==> src/hw/rtl/bba_pkg.sv <==
// bba_pkg: shared types and constants for the bitmap block allocator
// field widths, status and opcode codes, register indexes, payload structs
// no dependencies; imported by bba_divider and bitmap_block_allocator
package bba_pkg;

  // fixed field widths
  localparam int OFF_W     = 22;
  localparam int COUNT_W   = 11;
  localparam int BYTES_W   = 13;
  localparam int STRAT_W   = 2;
  localparam int CFG_IDX_W = 2;

  // block size saturation and largest count the count field holds
  localparam logic [BYTES_W-1:0] BYTES_CAP = 13'd4096;
  localparam int                 COUNT_MAX = 2047;

  // register reset values
  localparam logic [STRAT_W-1:0] STRAT_RST = 2'd0;
  localparam logic [COUNT_W-1:0] COUNT_RST = 11'd1024;
  localparam logic [BYTES_W-1:0] BYTES_RST = 13'd8;

  typedef enum logic {
    OP_ALLOC = 1'b0,
    OP_FREE  = 1'b1
  } bba_op_e;

  typedef enum logic [1:0] {
    ST_OK       = 2'd0,
    ST_FULL     = 2'd1,
    ST_BAD_FREE = 2'd2
  } bba_status_e;

  // allocation strategy codes
  localparam logic [STRAT_W-1:0] STRAT_FIRST = 2'd0;
  localparam logic [STRAT_W-1:0] STRAT_BEST  = 2'd1;
  localparam logic [STRAT_W-1:0] STRAT_BUMP  = 2'd2;

  // configuration register indexes
  localparam logic [CFG_IDX_W-1:0] CFG_STRATEGY    = 2'd0;
  localparam logic [CFG_IDX_W-1:0] CFG_BLOCK_COUNT = 2'd1;
  localparam logic [CFG_IDX_W-1:0] CFG_BLOCK_BYTES = 2'd2;

  // request and result payloads
  typedef struct packed {
    bba_op_e          opcode;
    logic [OFF_W-1:0] free_offset;
  } bba_req_t;

  typedef struct packed {
    bba_status_e        status;
    logic [OFF_W-1:0]   block_offset;
    logic [COUNT_W-1:0] free_count;
  } bba_rsp_t;

  // divider command and response
  typedef struct packed {
    logic               start;
    logic [OFF_W-1:0]   dividend;
    logic [BYTES_W-1:0] divisor;
  } bba_div_req_t;

  typedef struct packed {
    logic               done;
    logic [OFF_W-1:0]   quot;
    logic [BYTES_W-1:0] rem;
  } bba_div_rsp_t;

endpackage

==> src/hw/rtl/bitmap_block_allocator.sv <==
// bitmap_block_allocator: fixed-block pool allocator over a bitmap memory
// sequencer, first-fit word scan and bump pointer; uses bba_map_mem, bba_divider
// depends on bba_pkg
//
//   channel   ports                                  transaction
//   request   start_i, busy_o, req_i                 start_i high while busy_o low
//   result    done_o, rsp_o                          done_o high for one cycle
//   config    cfg_we_i, cfg_idx_i, cfg_wdata_i       cfg_we_i high, no wait
//
// first-fit and best-fit allocate: scan the bitmap with one bitmap word read per cycle
// bump allocate: bump pointer, then offset; no free block: answered from idle
// free: one pass through the bit-serial divider, then the word fetch and bit
// check; a free that fails the range or alignment check ends after the divider
// reset and every write to the strategy, block count or block size register
// start a clearing pass and the block size rounding, with busy_o high throughout
// results cannot be stalled; one transaction is in flight at a time
module bitmap_block_allocator #(
  parameter int MAX_BLOCKS    = 1024,
  parameter int ALIGN_BYTES   = 8,
  parameter int MAP_WORD_BITS = 32
) (
  input  logic                              clk_i,
  input  logic                              rst_ni,
  input  logic                              start_i,
  output logic                              busy_o,
  input  bba_pkg::bba_req_t                 req_i,
  output logic                              done_o,
  output bba_pkg::bba_rsp_t                 rsp_o,
  input  logic                              cfg_we_i,
  input  logic [bba_pkg::CFG_IDX_W-1:0]     cfg_idx_i,
  input  logic [bba_pkg::BYTES_W-1:0]       cfg_wdata_i
);
  import bba_pkg::*;

  localparam int MAP_WORDS = (MAX_BLOCKS + MAP_WORD_BITS - 1) / MAP_WORD_BITS;
  localparam int ADDR_W    = (MAP_WORDS > 1) ? $clog2(MAP_WORDS) : 1;
  localparam int CTR_W     = $clog2(MAP_WORDS + 1);
  localparam int BIT_W     = $clog2(MAP_WORD_BITS);
  localparam int IDX_W     = $clog2(MAP_WORDS * MAP_WORD_BITS);
  localparam int CMP_W     = (IDX_W > COUNT_W) ? IDX_W : COUNT_W;
  localparam int CAP       = (MAX_BLOCKS > COUNT_MAX) ? COUNT_MAX : MAX_BLOCKS;
  localparam int PROD_W    = COUNT_W + BYTES_W;

  // reciprocal constants for the divisions by the alignment and by the word width
  localparam int AL_SH  = BYTES_W + $clog2(ALIGN_BYTES);
  localparam int AL_MUL = ((1 << AL_SH) + ALIGN_BYTES - 1) / ALIGN_BYTES;
  localparam int AL_PW  = 2 * BYTES_W + 1;
  localparam int WB_SH  = COUNT_W + BIT_W;
  localparam int WB_MUL = ((1 << WB_SH) + MAP_WORD_BITS - 1) / MAP_WORD_BITS;
  localparam int WB_PW  = 2 * COUNT_W + 1;

  localparam logic [COUNT_W-1:0] CAP_C     = COUNT_W'(CAP);
  localparam logic [CTR_W-1:0]   LAST_WORD = CTR_W'(MAP_WORDS - 1);
  localparam logic [CTR_W-1:0]   WORDS_C   = CTR_W'(MAP_WORDS);
  localparam logic [BYTES_W-1:0] ALIGN_C   = BYTES_W'(ALIGN_BYTES);
  localparam logic [BYTES_W-1:0] ALIGN_M1  = BYTES_W'(ALIGN_BYTES - 1);

  // sequencer states
  localparam logic [3:0] S_INIT_CLR  = 4'd0;
  localparam logic [3:0] S_INIT_DIV  = 4'd1;
  localparam logic [3:0] S_IDLE      = 4'd3;
  localparam logic [3:0] S_SCAN      = 4'd4;
  localparam logic [3:0] S_SET       = 4'd5;
  localparam logic [3:0] S_MUL       = 4'd6;
  localparam logic [3:0] S_FDIV1     = 4'd7;
  localparam logic [3:0] S_FDIV2     = 4'd8;
  localparam logic [3:0] S_FCHK      = 4'd9;

  logic [3:0]               state_q, state_d;
  logic [STRAT_W-1:0]       strat_q, strat_d;
  logic [COUNT_W-1:0]       blk_cnt_q, blk_cnt_d;
  logic [BYTES_W-1:0]       blk_bytes_q, blk_bytes_d;
  logic [BYTES_W-1:0]       size_q, size_d;
  logic [COUNT_W-1:0]       free_q, free_d;
  logic [COUNT_W-1:0]       bump_q, bump_d;
  logic [CTR_W-1:0]         ctr_q, ctr_d;
  logic                     pend_q, pend_d;
  logic [ADDR_W-1:0]        rd_word_q, rd_word_d;
  logic [ADDR_W-1:0]        hit_word_q, hit_word_d;
  logic [BIT_W-1:0]         hit_bit_q, hit_bit_d;
  logic [MAP_WORD_BITS-1:0] hit_data_q, hit_data_d;
  logic [COUNT_W-1:0]       idx_q, idx_d;
  logic                     done_q, done_d;
  bba_rsp_t                 rsp_q, rsp_d;

  logic                     mem_we;
  logic [ADDR_W-1:0]        mem_waddr;
  logic [MAP_WORD_BITS-1:0] mem_wdata;
  logic                     mem_re;
  logic [ADDR_W-1:0]        mem_raddr;
  logic [MAP_WORD_BITS-1:0] mem_rdata;

  bba_div_req_t             div_req;
  bba_div_rsp_t             div_rsp;

  logic [COUNT_W-1:0]       count_live;
  logic [BYTES_W-1:0]       bytes_eff;
  logic                     word_hit;
  logic [BIT_W-1:0]         word_bit;
  logic [IDX_W-1:0]         idx_full;
  logic [PROD_W-1:0]        prod;

  logic [BYTES_W-1:0]       size_sum;
  logic [AL_PW-1:0]         size_prod;
  logic [BYTES_W-1:0]       size_quot;
  logic [BYTES_W-1:0]       size_round;
  logic [WB_PW-1:0]         map_prod;
  logic [COUNT_W-1:0]       map_word;
  logic [COUNT_W-1:0]       map_bit;

  // bitmap storage
  bba_map_mem #(
    .DEPTH  (MAP_WORDS),
    .WIDTH  (MAP_WORD_BITS),
    .ADDR_W (ADDR_W)
  ) u_map_mem (
    .clk_i   (clk_i),
    .we_i    (mem_we),
    .waddr_i (mem_waddr),
    .wdata_i (mem_wdata),
    .re_i    (mem_re),
    .raddr_i (mem_raddr),
    .rdata_o (mem_rdata)
  );

  // divider for offset to block index
  bba_divider u_divider (
    .clk_i  (clk_i),
    .rst_ni (rst_ni),
    .req_i  (div_req),
    .rsp_o  (div_rsp)
  );

  // effective pool geometry
  always_comb begin
    count_live = (blk_cnt_q > CAP_C) ? CAP_C : blk_cnt_q;
    if (blk_bytes_q == '0) begin
      bytes_eff = BYTES_W'(1);
    end else if (blk_bytes_q > BYTES_CAP) begin
      bytes_eff = BYTES_CAP;
    end else begin
      bytes_eff = blk_bytes_q;
    end
  end

  // block size rounded up to the alignment, block index split into word and bit
  always_comb begin
    size_sum   = bytes_eff + ALIGN_M1;
    size_prod  = AL_PW'(size_sum) * AL_PW'(AL_MUL);
    size_quot  = BYTES_W'(size_prod >> AL_SH);
    size_round = size_quot * ALIGN_C;
    map_prod   = WB_PW'(idx_q) * WB_PW'(WB_MUL);
    map_word   = COUNT_W'(map_prod >> WB_SH);
    map_bit    = idx_q - map_word * COUNT_W'(MAP_WORD_BITS);
  end

  // lowest clear bit of the word just read
  always_comb begin
    word_hit = 1'b0;
    word_bit = '0;
    for (int i = MAP_WORD_BITS - 1; i >= 0; i--) begin
      if (!mem_rdata[i]) begin
        word_hit = 1'b1;
        word_bit = BIT_W'(i);
      end
    end
  end

  // block index of the found bit and byte offset of the granted block
  always_comb begin
    idx_full = IDX_W'(hit_word_q) * IDX_W'(MAP_WORD_BITS) + IDX_W'(hit_bit_q);
    prod     = PROD_W'(idx_q) * PROD_W'(size_q);
  end

  // sequencer
  always_comb begin
    state_d     = state_q;
    strat_d     = strat_q;
    blk_cnt_d   = blk_cnt_q;
    blk_bytes_d = blk_bytes_q;
    size_d      = size_q;
    free_d      = free_q;
    bump_d      = bump_q;
    ctr_d       = ctr_q;
    pend_d      = pend_q;
    rd_word_d   = rd_word_q;
    hit_word_d  = hit_word_q;
    hit_bit_d   = hit_bit_q;
    hit_data_d  = hit_data_q;
    idx_d       = idx_q;
    done_d      = 1'b0;
    rsp_d       = rsp_q;

    mem_we    = 1'b0;
    mem_waddr = hit_word_q;
    mem_wdata = hit_data_q | (MAP_WORD_BITS'(1) << hit_bit_q);
    mem_re    = 1'b0;
    mem_raddr = ctr_q[ADDR_W-1:0];

    div_req.start    = 1'b0;
    div_req.dividend = req_i.free_offset;
    div_req.divisor  = size_q;

    case (state_q)
      // clear the bitmap one word per cycle
      S_INIT_CLR: begin
        mem_we    = 1'b1;
        mem_waddr = ctr_q[ADDR_W-1:0];
        mem_wdata = '0;
        if (ctr_q == LAST_WORD) begin
          ctr_d   = '0;
          state_d = S_INIT_DIV;
        end else begin
          ctr_d = ctr_q + 1'b1;
        end
      end
      // take the rounded block size and refill the pool
      S_INIT_DIV: begin
        size_d  = size_round;
        free_d  = count_live;
        bump_d  = '0;
        state_d = S_IDLE;
      end
      // take a new transaction
      S_IDLE: begin
        if (start_i) begin
          rsp_d.block_offset = '0;
          rsp_d.free_count   = free_q;
          if (req_i.opcode == OP_FREE) begin
            div_req.start = 1'b1;
            state_d       = S_FDIV1;
          end else if (free_q == '0) begin
            done_d       = 1'b1;
            rsp_d.status = ST_FULL;
          end else if (strat_q == STRAT_FIRST || strat_q == STRAT_BEST) begin
            ctr_d   = '0;
            pend_d  = 1'b0;
            state_d = S_SCAN;
          end else if (strat_q == STRAT_BUMP && bump_q < count_live) begin
            idx_d   = bump_q;
            bump_d  = bump_q + 1'b1;
            free_d  = free_q - 1'b1;
            state_d = S_MUL;
          end else begin
            done_d       = 1'b1;
            rsp_d.status = ST_FULL;
          end
        end
      end
      // read words in order, test the word read the cycle before
      S_SCAN: begin
        if (pend_q && word_hit) begin
          hit_word_d = rd_word_q;
          hit_bit_d  = word_bit;
          hit_data_d = mem_rdata;
          pend_d     = 1'b0;
          state_d    = S_SET;
        end else if (ctr_q != WORDS_C) begin
          mem_re    = 1'b1;
          rd_word_d = ctr_q[ADDR_W-1:0];
          ctr_d     = ctr_q + 1'b1;
          pend_d    = 1'b1;
        end else begin
          pend_d = 1'b0;
          if (!pend_q) begin
            done_d             = 1'b1;
            rsp_d.status       = ST_FULL;
            rsp_d.block_offset = '0;
            rsp_d.free_count   = free_q;
            state_d            = S_IDLE;
          end
        end
      end
      // mark the found block as used if it lies inside the pool
      S_SET: begin
        if (CMP_W'(idx_full) < CMP_W'(count_live)) begin
          mem_we  = 1'b1;
          idx_d   = COUNT_W'(idx_full);
          free_d  = free_q - 1'b1;
          state_d = S_MUL;
        end else begin
          done_d             = 1'b1;
          rsp_d.status       = ST_FULL;
          rsp_d.block_offset = '0;
          rsp_d.free_count   = free_q;
          state_d            = S_IDLE;
        end
      end
      // byte offset of the granted block
      S_MUL: begin
        done_d             = 1'b1;
        rsp_d.status       = ST_OK;
        rsp_d.block_offset = prod[OFF_W-1:0];
        rsp_d.free_count   = free_q;
        state_d            = S_IDLE;
      end
      // offset to block index: range and alignment checks
      S_FDIV1: begin
        if (div_rsp.done) begin
          if (div_rsp.rem != '0 || div_rsp.quot >= OFF_W'(count_live)) begin
            done_d       = 1'b1;
            rsp_d.status = ST_BAD_FREE;
            state_d      = S_IDLE;
          end else begin
            idx_d   = COUNT_W'(div_rsp.quot);
            state_d = S_FDIV2;
          end
        end
      end
      // block index to word and bit, fetch the word
      S_FDIV2: begin
        hit_word_d = ADDR_W'(map_word);
        hit_bit_d  = BIT_W'(map_bit);
        mem_re     = 1'b1;
        mem_raddr  = ADDR_W'(map_word);
        state_d    = S_FCHK;
      end
      // release the block if its bit is set
      S_FCHK: begin
        done_d  = 1'b1;
        state_d = S_IDLE;
        if (mem_rdata[hit_bit_q]) begin
          mem_we           = 1'b1;
          mem_wdata        = mem_rdata & ~(MAP_WORD_BITS'(1) << hit_bit_q);
          free_d           = free_q + 1'b1;
          rsp_d.status     = ST_OK;
          rsp_d.free_count = free_q + 1'b1;
        end else begin
          rsp_d.status = ST_BAD_FREE;
        end
      end
      default: begin
        ctr_d   = '0;
        state_d = S_INIT_CLR;
      end
    endcase

    // writes to the strategy, block count and block size registers rebuild the pool
    if (cfg_we_i) begin
      if (cfg_idx_i == CFG_STRATEGY || cfg_idx_i == CFG_BLOCK_COUNT ||
          cfg_idx_i == CFG_BLOCK_BYTES) begin
        ctr_d   = '0;
        pend_d  = 1'b0;
        state_d = S_INIT_CLR;
      end
      case (cfg_idx_i)
        CFG_STRATEGY:    strat_d     = cfg_wdata_i[STRAT_W-1:0];
        CFG_BLOCK_COUNT: blk_cnt_d   = cfg_wdata_i[COUNT_W-1:0];
        CFG_BLOCK_BYTES: blk_bytes_d = cfg_wdata_i;
        default: ;
      endcase
    end
  end

  // control registers
  always_ff @(posedge clk_i or negedge rst_ni) begin
    if (!rst_ni) begin
      state_q     <= S_INIT_CLR;
      strat_q     <= STRAT_RST;
      blk_cnt_q   <= COUNT_RST;
      blk_bytes_q <= BYTES_RST;
      free_q      <= '0;
      bump_q      <= '0;
      ctr_q       <= '0;
      pend_q      <= 1'b0;
      done_q      <= 1'b0;
    end else begin
      state_q     <= state_d;
      strat_q     <= strat_d;
      blk_cnt_q   <= blk_cnt_d;
      blk_bytes_q <= blk_bytes_d;
      free_q      <= free_d;
      bump_q      <= bump_d;
      ctr_q       <= ctr_d;
      pend_q      <= pend_d;
      done_q      <= done_d;
    end
  end

  // datapath registers
  always_ff @(posedge clk_i) begin
    size_q     <= size_d;
    rd_word_q  <= rd_word_d;
    hit_word_q <= hit_word_d;
    hit_bit_q  <= hit_bit_d;
    hit_data_q <= hit_data_d;
    idx_q      <= idx_d;
    rsp_q      <= rsp_d;
  end

  assign busy_o = (state_q != S_IDLE);
  assign done_o = done_q;
  assign rsp_o  = rsp_q;

`ifndef NO_ASSERTIONS
  // free count never exceeds the pool size while waiting for work
  a_free_in_range: assert property (@(posedge clk_i) disable iff (!rst_ni)
    (state_q == S_IDLE) |-> (free_q <= count_live))
    else $error("free count above pool size");

  // an accepted transaction either completes at once or keeps the block busy
  a_accept_progress: assert property (@(posedge clk_i) disable iff (!rst_ni)
    (start_i && !busy_o) |=> (busy_o || done_o))
    else $error("accepted transaction lost");

  // allocation only sets a bit that was clear
  a_set_clear_bit: assert property (@(posedge clk_i) disable iff (!rst_ni)
    (mem_we && state_q == S_SET) |-> !hit_data_q[hit_bit_q])
    else $error("allocation of a used block");
`endif

endmodule

==> src/hw/rtl/bba_map_mem.sv <==
// bba_map_mem: bitmap word memory, one write port and one read port
// read data is registered, ready in the cycle after re_i
// no dependencies
module bba_map_mem #(
  parameter int DEPTH  = 32,
  parameter int WIDTH  = 32,
  parameter int ADDR_W = 5
) (
  input  logic              clk_i,
  input  logic              we_i,
  input  logic [ADDR_W-1:0] waddr_i,
  input  logic [WIDTH-1:0]  wdata_i,
  input  logic              re_i,
  input  logic [ADDR_W-1:0] raddr_i,
  output logic [WIDTH-1:0]  rdata_o
);

  logic [WIDTH-1:0] mem_q [DEPTH];
  logic [WIDTH-1:0] rdata_q;

  // write port
  always_ff @(posedge clk_i) begin
    if (we_i) begin
      mem_q[waddr_i] <= wdata_i;
    end
  end

  // registered read port
  always_ff @(posedge clk_i) begin
    if (re_i) begin
      rdata_q <= mem_q[raddr_i];
    end
  end

  assign rdata_o = rdata_q;

endmodule

==> src/hw/rtl/bba_divider.sv <==
// bba_divider: restoring divider, one quotient bit per cycle
// 22-bit dividend by 13-bit divisor, done pulses once the last quotient bit is in
// depends on bba_pkg
module bba_divider (
  input  logic                  clk_i,
  input  logic                  rst_ni,
  input  bba_pkg::bba_div_req_t req_i,
  output bba_pkg::bba_div_rsp_t rsp_o
);
  import bba_pkg::*;

  localparam int CNT_W = $clog2(OFF_W + 1);

  logic [CNT_W-1:0]   cnt_q, cnt_d;
  logic               done_q, done_d;
  logic [OFF_W-1:0]   quo_q, quo_d;
  logic [BYTES_W-1:0] rem_q, rem_d;
  logic [BYTES_W-1:0] dvs_q, dvs_d;
  logic [BYTES_W:0]   rem_sh;
  logic [BYTES_W:0]   rem_sub;
  logic               ge;

  // one restoring step
  always_comb begin
    rem_sh  = {rem_q, quo_q[OFF_W-1]};
    rem_sub = rem_sh - {1'b0, dvs_q};
    ge      = (rem_sh >= {1'b0, dvs_q});
  end

  // sequencing of load and steps
  always_comb begin
    cnt_d  = cnt_q;
    done_d = 1'b0;
    quo_d  = quo_q;
    rem_d  = rem_q;
    dvs_d  = dvs_q;
    if (req_i.start) begin
      cnt_d = CNT_W'(OFF_W);
      quo_d = req_i.dividend;
      rem_d = '0;
      dvs_d = req_i.divisor;
    end else if (cnt_q != '0) begin
      cnt_d  = cnt_q - 1'b1;
      done_d = (cnt_q == CNT_W'(1));
      quo_d  = {quo_q[OFF_W-2:0], ge};
      rem_d  = ge ? rem_sub[BYTES_W-1:0] : rem_sh[BYTES_W-1:0];
    end
  end

  // control registers
  always_ff @(posedge clk_i or negedge rst_ni) begin
    if (!rst_ni) begin
      cnt_q  <= '0;
      done_q <= 1'b0;
    end else begin
      cnt_q  <= cnt_d;
      done_q <= done_d;
    end
  end

  // datapath registers
  always_ff @(posedge clk_i) begin
    quo_q <= quo_d;
    rem_q <= rem_d;
    dvs_q <= dvs_d;
  end

  assign rsp_o.done = done_q;
  assign rsp_o.quot = quo_q;
  assign rsp_o.rem  = rem_q;

endmodule
==> config.mk <==
export PLATFORM = sky130hd
export DESIGN_NAME = bitmap_block_allocator
export DESIGN_NICKNAME = d
export VERILOG_FILES = /design/src/hw/rtl/bba_pkg.sv /design/src/hw/rtl/bitmap_block_allocator.sv /design/src/hw/rtl/bba_map_mem.sv /design/src/hw/rtl/bba_divider.sv
export SDC_FILE = /design/constraint.sdc
export NUM_CORES = 2
export LEC_CHECK = 0
export BUFFER_PORTS_ARGS = -buffer_cell sky130_fd_sc_hd__clkbuf_2
export CAP_MARGIN = 10
export CORE_MARGIN = 1.5
export CORE_UTILIZATION = 63
export CTS_BUF_LIST = sky130_fd_sc_hd__clkbuf_4 sky130_fd_sc_hd__clkbuf_8 sky130_fd_sc_hd__clkbuf_16
export DETAILED_ROUTE_END_ITERATION = 6
export PLACE_DENSITY = 0.8
export SLEW_MARGIN = 15
export SYNTH_ARGS = -nofsm -noshare
export SYNTH_HDL_FRONTEND = slang
export SYNTH_SLANG_ARGS = --single-unit
==> constraint.sdc <==
create_clock -name clk_i -period 5.35 [get_ports clk_i]
set_input_delay 1.07 -clock clk_i [delete_from_list [all_inputs] [get_ports clk_i]]
set_output_delay 1.07 -clock clk_i [all_outputs]
set_load 0.02 [all_outputs]
==> flow_metrics.env <==
export IMPL_synthCells=3348
export IMPL_crit_top_cell="fa_1"
export IMPL_powerDensity_nw_per_um2=354
export IMPL_relSlewSlack_pct=19.3
export IMPL_diodes=0
export IMPL_hold_viol_final=0
export IMPL_first_pass_iters=7
export IMPL_clock_skew_ps=30.4
export IMPL_slew_violations=0
export IMPL_p_int_mw=16.9
export IMPL_synth_cell_types=89
export IMPL_fp_coreArea_um2=87200
export IMPL_via_per_inst=7.03
export IMPL_setup_worst_path_class="reg -> reg"
export IMPL_overflow=0
export IMPL_cts_tree="built"
export IMPL_track_usage_pct=34.1
export IMPL_drt_first_iter_violations=4285
export IMPL_ir_worst_vdd_mv=0.348
export IMPL_yosys_register_bits=1267
export IMPL_place_ws_ps=176
export IMPL_cpPeakStageDelay_ps=610
export IMPL_switching_share_pct=23.8
export IMPL_fmax_mhz=196
export IMPL_synth_flop_cell="edfxtp_1"
export IMPL_outcome="complete, but fails checks"
export IMPL_num_io_pins=79
export IMPL_layout_cells_most_common_list="edfxtp_1 (1188), nand2_1 (346), mux4_2 (260), clkbuf_16 (124), mux2i_1 (121)"
export IMPL_rsz0062_at_grt="false"
export IMPL_insertion_delay_ps=740
export IMPL_area_delta_synth_final_pct=12.3
export IMPL_avgSynthCellArea_um2=16.6
export IMPL_power_switching_mw=5.27
export IMPL_path_max_fanout=11
export IMPL_end_kind="flip-flop"
export IMPL_pwr_share_clk_pct=38.9
export IMPL_cts_made_buffers=120
export IMPL_setup_violations=0
export IMPL_leakagePower_nw=21.8
export IMPL_yosys_warnings=0
export IMPL_yosysSeqAreaShare_pct=67.5
export IMPL_syn_area_um2=55700
export IMPL_clk_pin_slew_ps=60
export IMPL_grt_pass1_wl_mm=222
export IMPL_drc=1
export IMPL_portBuffers=75
export IMPL_cap_violations=0
export IMPL_tns_ps=0
export IMPL_clock_sinks=1267
export IMPL_synth_edf_count=1188
export IMPL_worst_slack_ps=245
export IMPL_gp_congestion=0.933
export IMPL_fin_hold_ws_ps=253
export IMPL_p_comb_share_pct=10.4
export IMPL_totalWireLength_mm=152
export IMPL_worst_path_max_delay_cell="edfxtp_1"
export IMPL_grt_max_degree=85
export IMPL_cts_path_max_buffers=3
export IMPL_wl_per_cell_um=32.1
export IMPL_nets=3702
export IMPL_synth_async_reset_ratio_pct=5.21
export IMPL_crit_required_ps=5810
export IMPL_period_minus_slack_ps=5110
export IMPL_worstPathCellList="nand2_1, fa_1, inv_1, fa_1, fa_1, fa_1, fa_1, ha_1, a21o_1, a21o_1, nand2_1, o211ai_1, a31oi_1, xor2_1, nor2_1"
export IMPL_period_share_pct=95.4
export IMPL_grt_pass1_vias=33672
export IMPL_root_buffer="clkbuf_16"
export IMPL_seqPwrFrac_pct=50.7
export IMPL_start_util_pct=63.9
export IMPL_antenna_found_initial=1
export IMPL_htreeDepth=3
export IMPL_cp_start_kind="flip-flop"
export IMPL_violations="DRC"
export IMPL_fillers=5110
export IMPL_num_vias=33370
export IMPL_hpwl_mm=87.0
export IMPL_rows=108
export IMPL_tightestPinTransition_ps=1210
export IMPL_ant_nets=0
export IMPL_die_area_um2=90200
export IMPL_drive_gt1_share_pct=22.0
export IMPL_die_x_um=300
export IMPL_fp_dieH_um=300
export IMPL_final_common_cell="edfxtp_1"
export IMPL_arrival_ps=5560
export IMPL_hold_path_class="in -> async"
==> power groups by stage <==
| stage | clock network (mW) | registers (mW) | logic (mW) |
|---|---|---|---|
| floorplan | 0 | 11.3 | 1.57 |
| global placement | 0 | 11.4 | 2.21 |
| detailed placement | 0 | 11.4 | 2.25 |
| CTS | 8.69 | 11.2 | 2.29 |
| global route | 9.03 | 11.2 | 2.42 |
| finish | 8.63 | 11.2 | 2.30 |
==> cell usage after synthesis (13+ instances only) <==
cell type	number	area [um2]
edfxtp_1	1188	35700
nand2_1	348	1310
mux4_2	260	5860
nor2_1	129	484
mux2i_1	121	1210
inv_1	112	420
clkbuf_1	99	372
ha_1	97	1210
o21ai_0	86	430
a21oi_1	75	375
fa_1	70	1400
and2_1	64	400
dfrtp_1	64	1600
buf_2	38	190
a221oi_1	37	324
o22ai_1	37	231
nand3_1	35	175
xnor2_1	35	307
a32o_1	33	330
a31oi_1	31	194
mux2_2	28	315
nor3_1	23	115
nor4_1	18	113
nand4_1	17	106
xor2_1	17	149
buf_4	16	120
a21o_1	15	113
nor2b_1	15	93.8
a211oi_1	14	105
dfxtp_1	13	260
o211ai_1	13	97.6
o31ai_1	13	97.6
==> through the flow <==
stage          util, %  instance area, um2  instances  power (mW)
3_5_place_dp      66.8               58300       4519        13.7
3_3_place_gp      66.8               58300       4519        13.6
5_1_grt           71.8               62600       4747        22.7
2_1_floorplan        -               55700       3350        12.9
4_1_cts           71.4               62200       4740        22.2
6_report          71.8               62600       4747        22.2
==> area by class of cell <==
cell class	instances	area [um2]	area share (%)
flip-flops and latches	1267	37600	60.1
clock buffers	158	3370	5.39
clock inverters	63	609	0.974
repair buffers	197	1570	2.51
well taps	1155	1450	2.31
multi-input cells	1793	17500	28.0
inverters	114	428	0.684
==> worst paths after layout <==
| kind | slack, ps | depth (start not counted) | endpoint | start |
|---|---|---|---|---|
| min in group clk_i | 460 | 2 | u_divider.rem_q[1]$_SDFFE_PP0P_ | u_divider.rem_q[1]$_SDFFE_PP0P_ |
| min | 250 | 1 | blk_bytes_q[10]$_DFFE_PN0P_ | rst_ni |
| min reg2reg | 460 | 2 | u_divider.rem_q[1]$_SDFFE_PP0P_ | u_divider.rem_q[1]$_SDFFE_PP0P_ |
| max reg2reg | 240 | 15 | rsp_o[29]$_SDFFCE_PN0P_ | idx_q[8]$_DFFE_PP_ |
| max | 240 | 15 | rsp_o[29]$_SDFFCE_PN0P_ | idx_q[8]$_DFFE_PP_ |
| max in group asynchronous | 4000 | 2 | u_divider.done_q$_DFF_PN0_ | rst_ni |
==> logic make-up (layout without fill, tap and decap cells) <==
logic type	count (synthesis)	after routing	share of synthesized area, %
AO/OA/AOI/OAI	440	440	5.41
other	1	3	0.00673
AND/OR/NAND/NOR	719	719	5.98
multiplexers	412	412	13.3
XOR/XNOR	52	52	0.817
buffers and inverters	290	532	2.31
adder cells (fa/ha/maj)	167	167	4.69
flip-flops	1267	1267	67.5
==> critical path, delay by kind of cell (launching register included) <==
kind	cells	cell delay, ps
adders and majority gates	6	2890
buffers and inverters	1	60
and+or+nand+nor	3	290
DFF	1	610
xor gates and xnor gates	1	170
AOI/OAI and AO/OA	4	830
==> state kept, by name (all words and copies together) (netlist names), 13 cells and up <==
register / cells
rsp_o: 32
u_map_mem.rdata_o: 32
u_divider.quo_q: 22
hit_data_q: 32
u_map_mem.mem_q: 1024
blk_bytes_q: 13
u_divider.rem_q: 13
==> layer usage <==
metal  share of wire [%]  track usage, %
met4                 5.5            17.0
met5                   0               0
met1                  35            43.9
met3                  11            7.37
met2                  49            55.4
==> timing repair <==
item | CTS | global route
setup buffers | 0 | 3
gates resized for setup | 0 | 2
endpoints found under the setup margin | 0 | 4
hold buffers | 0 | 0
Power figures use the tool's default switching activity.
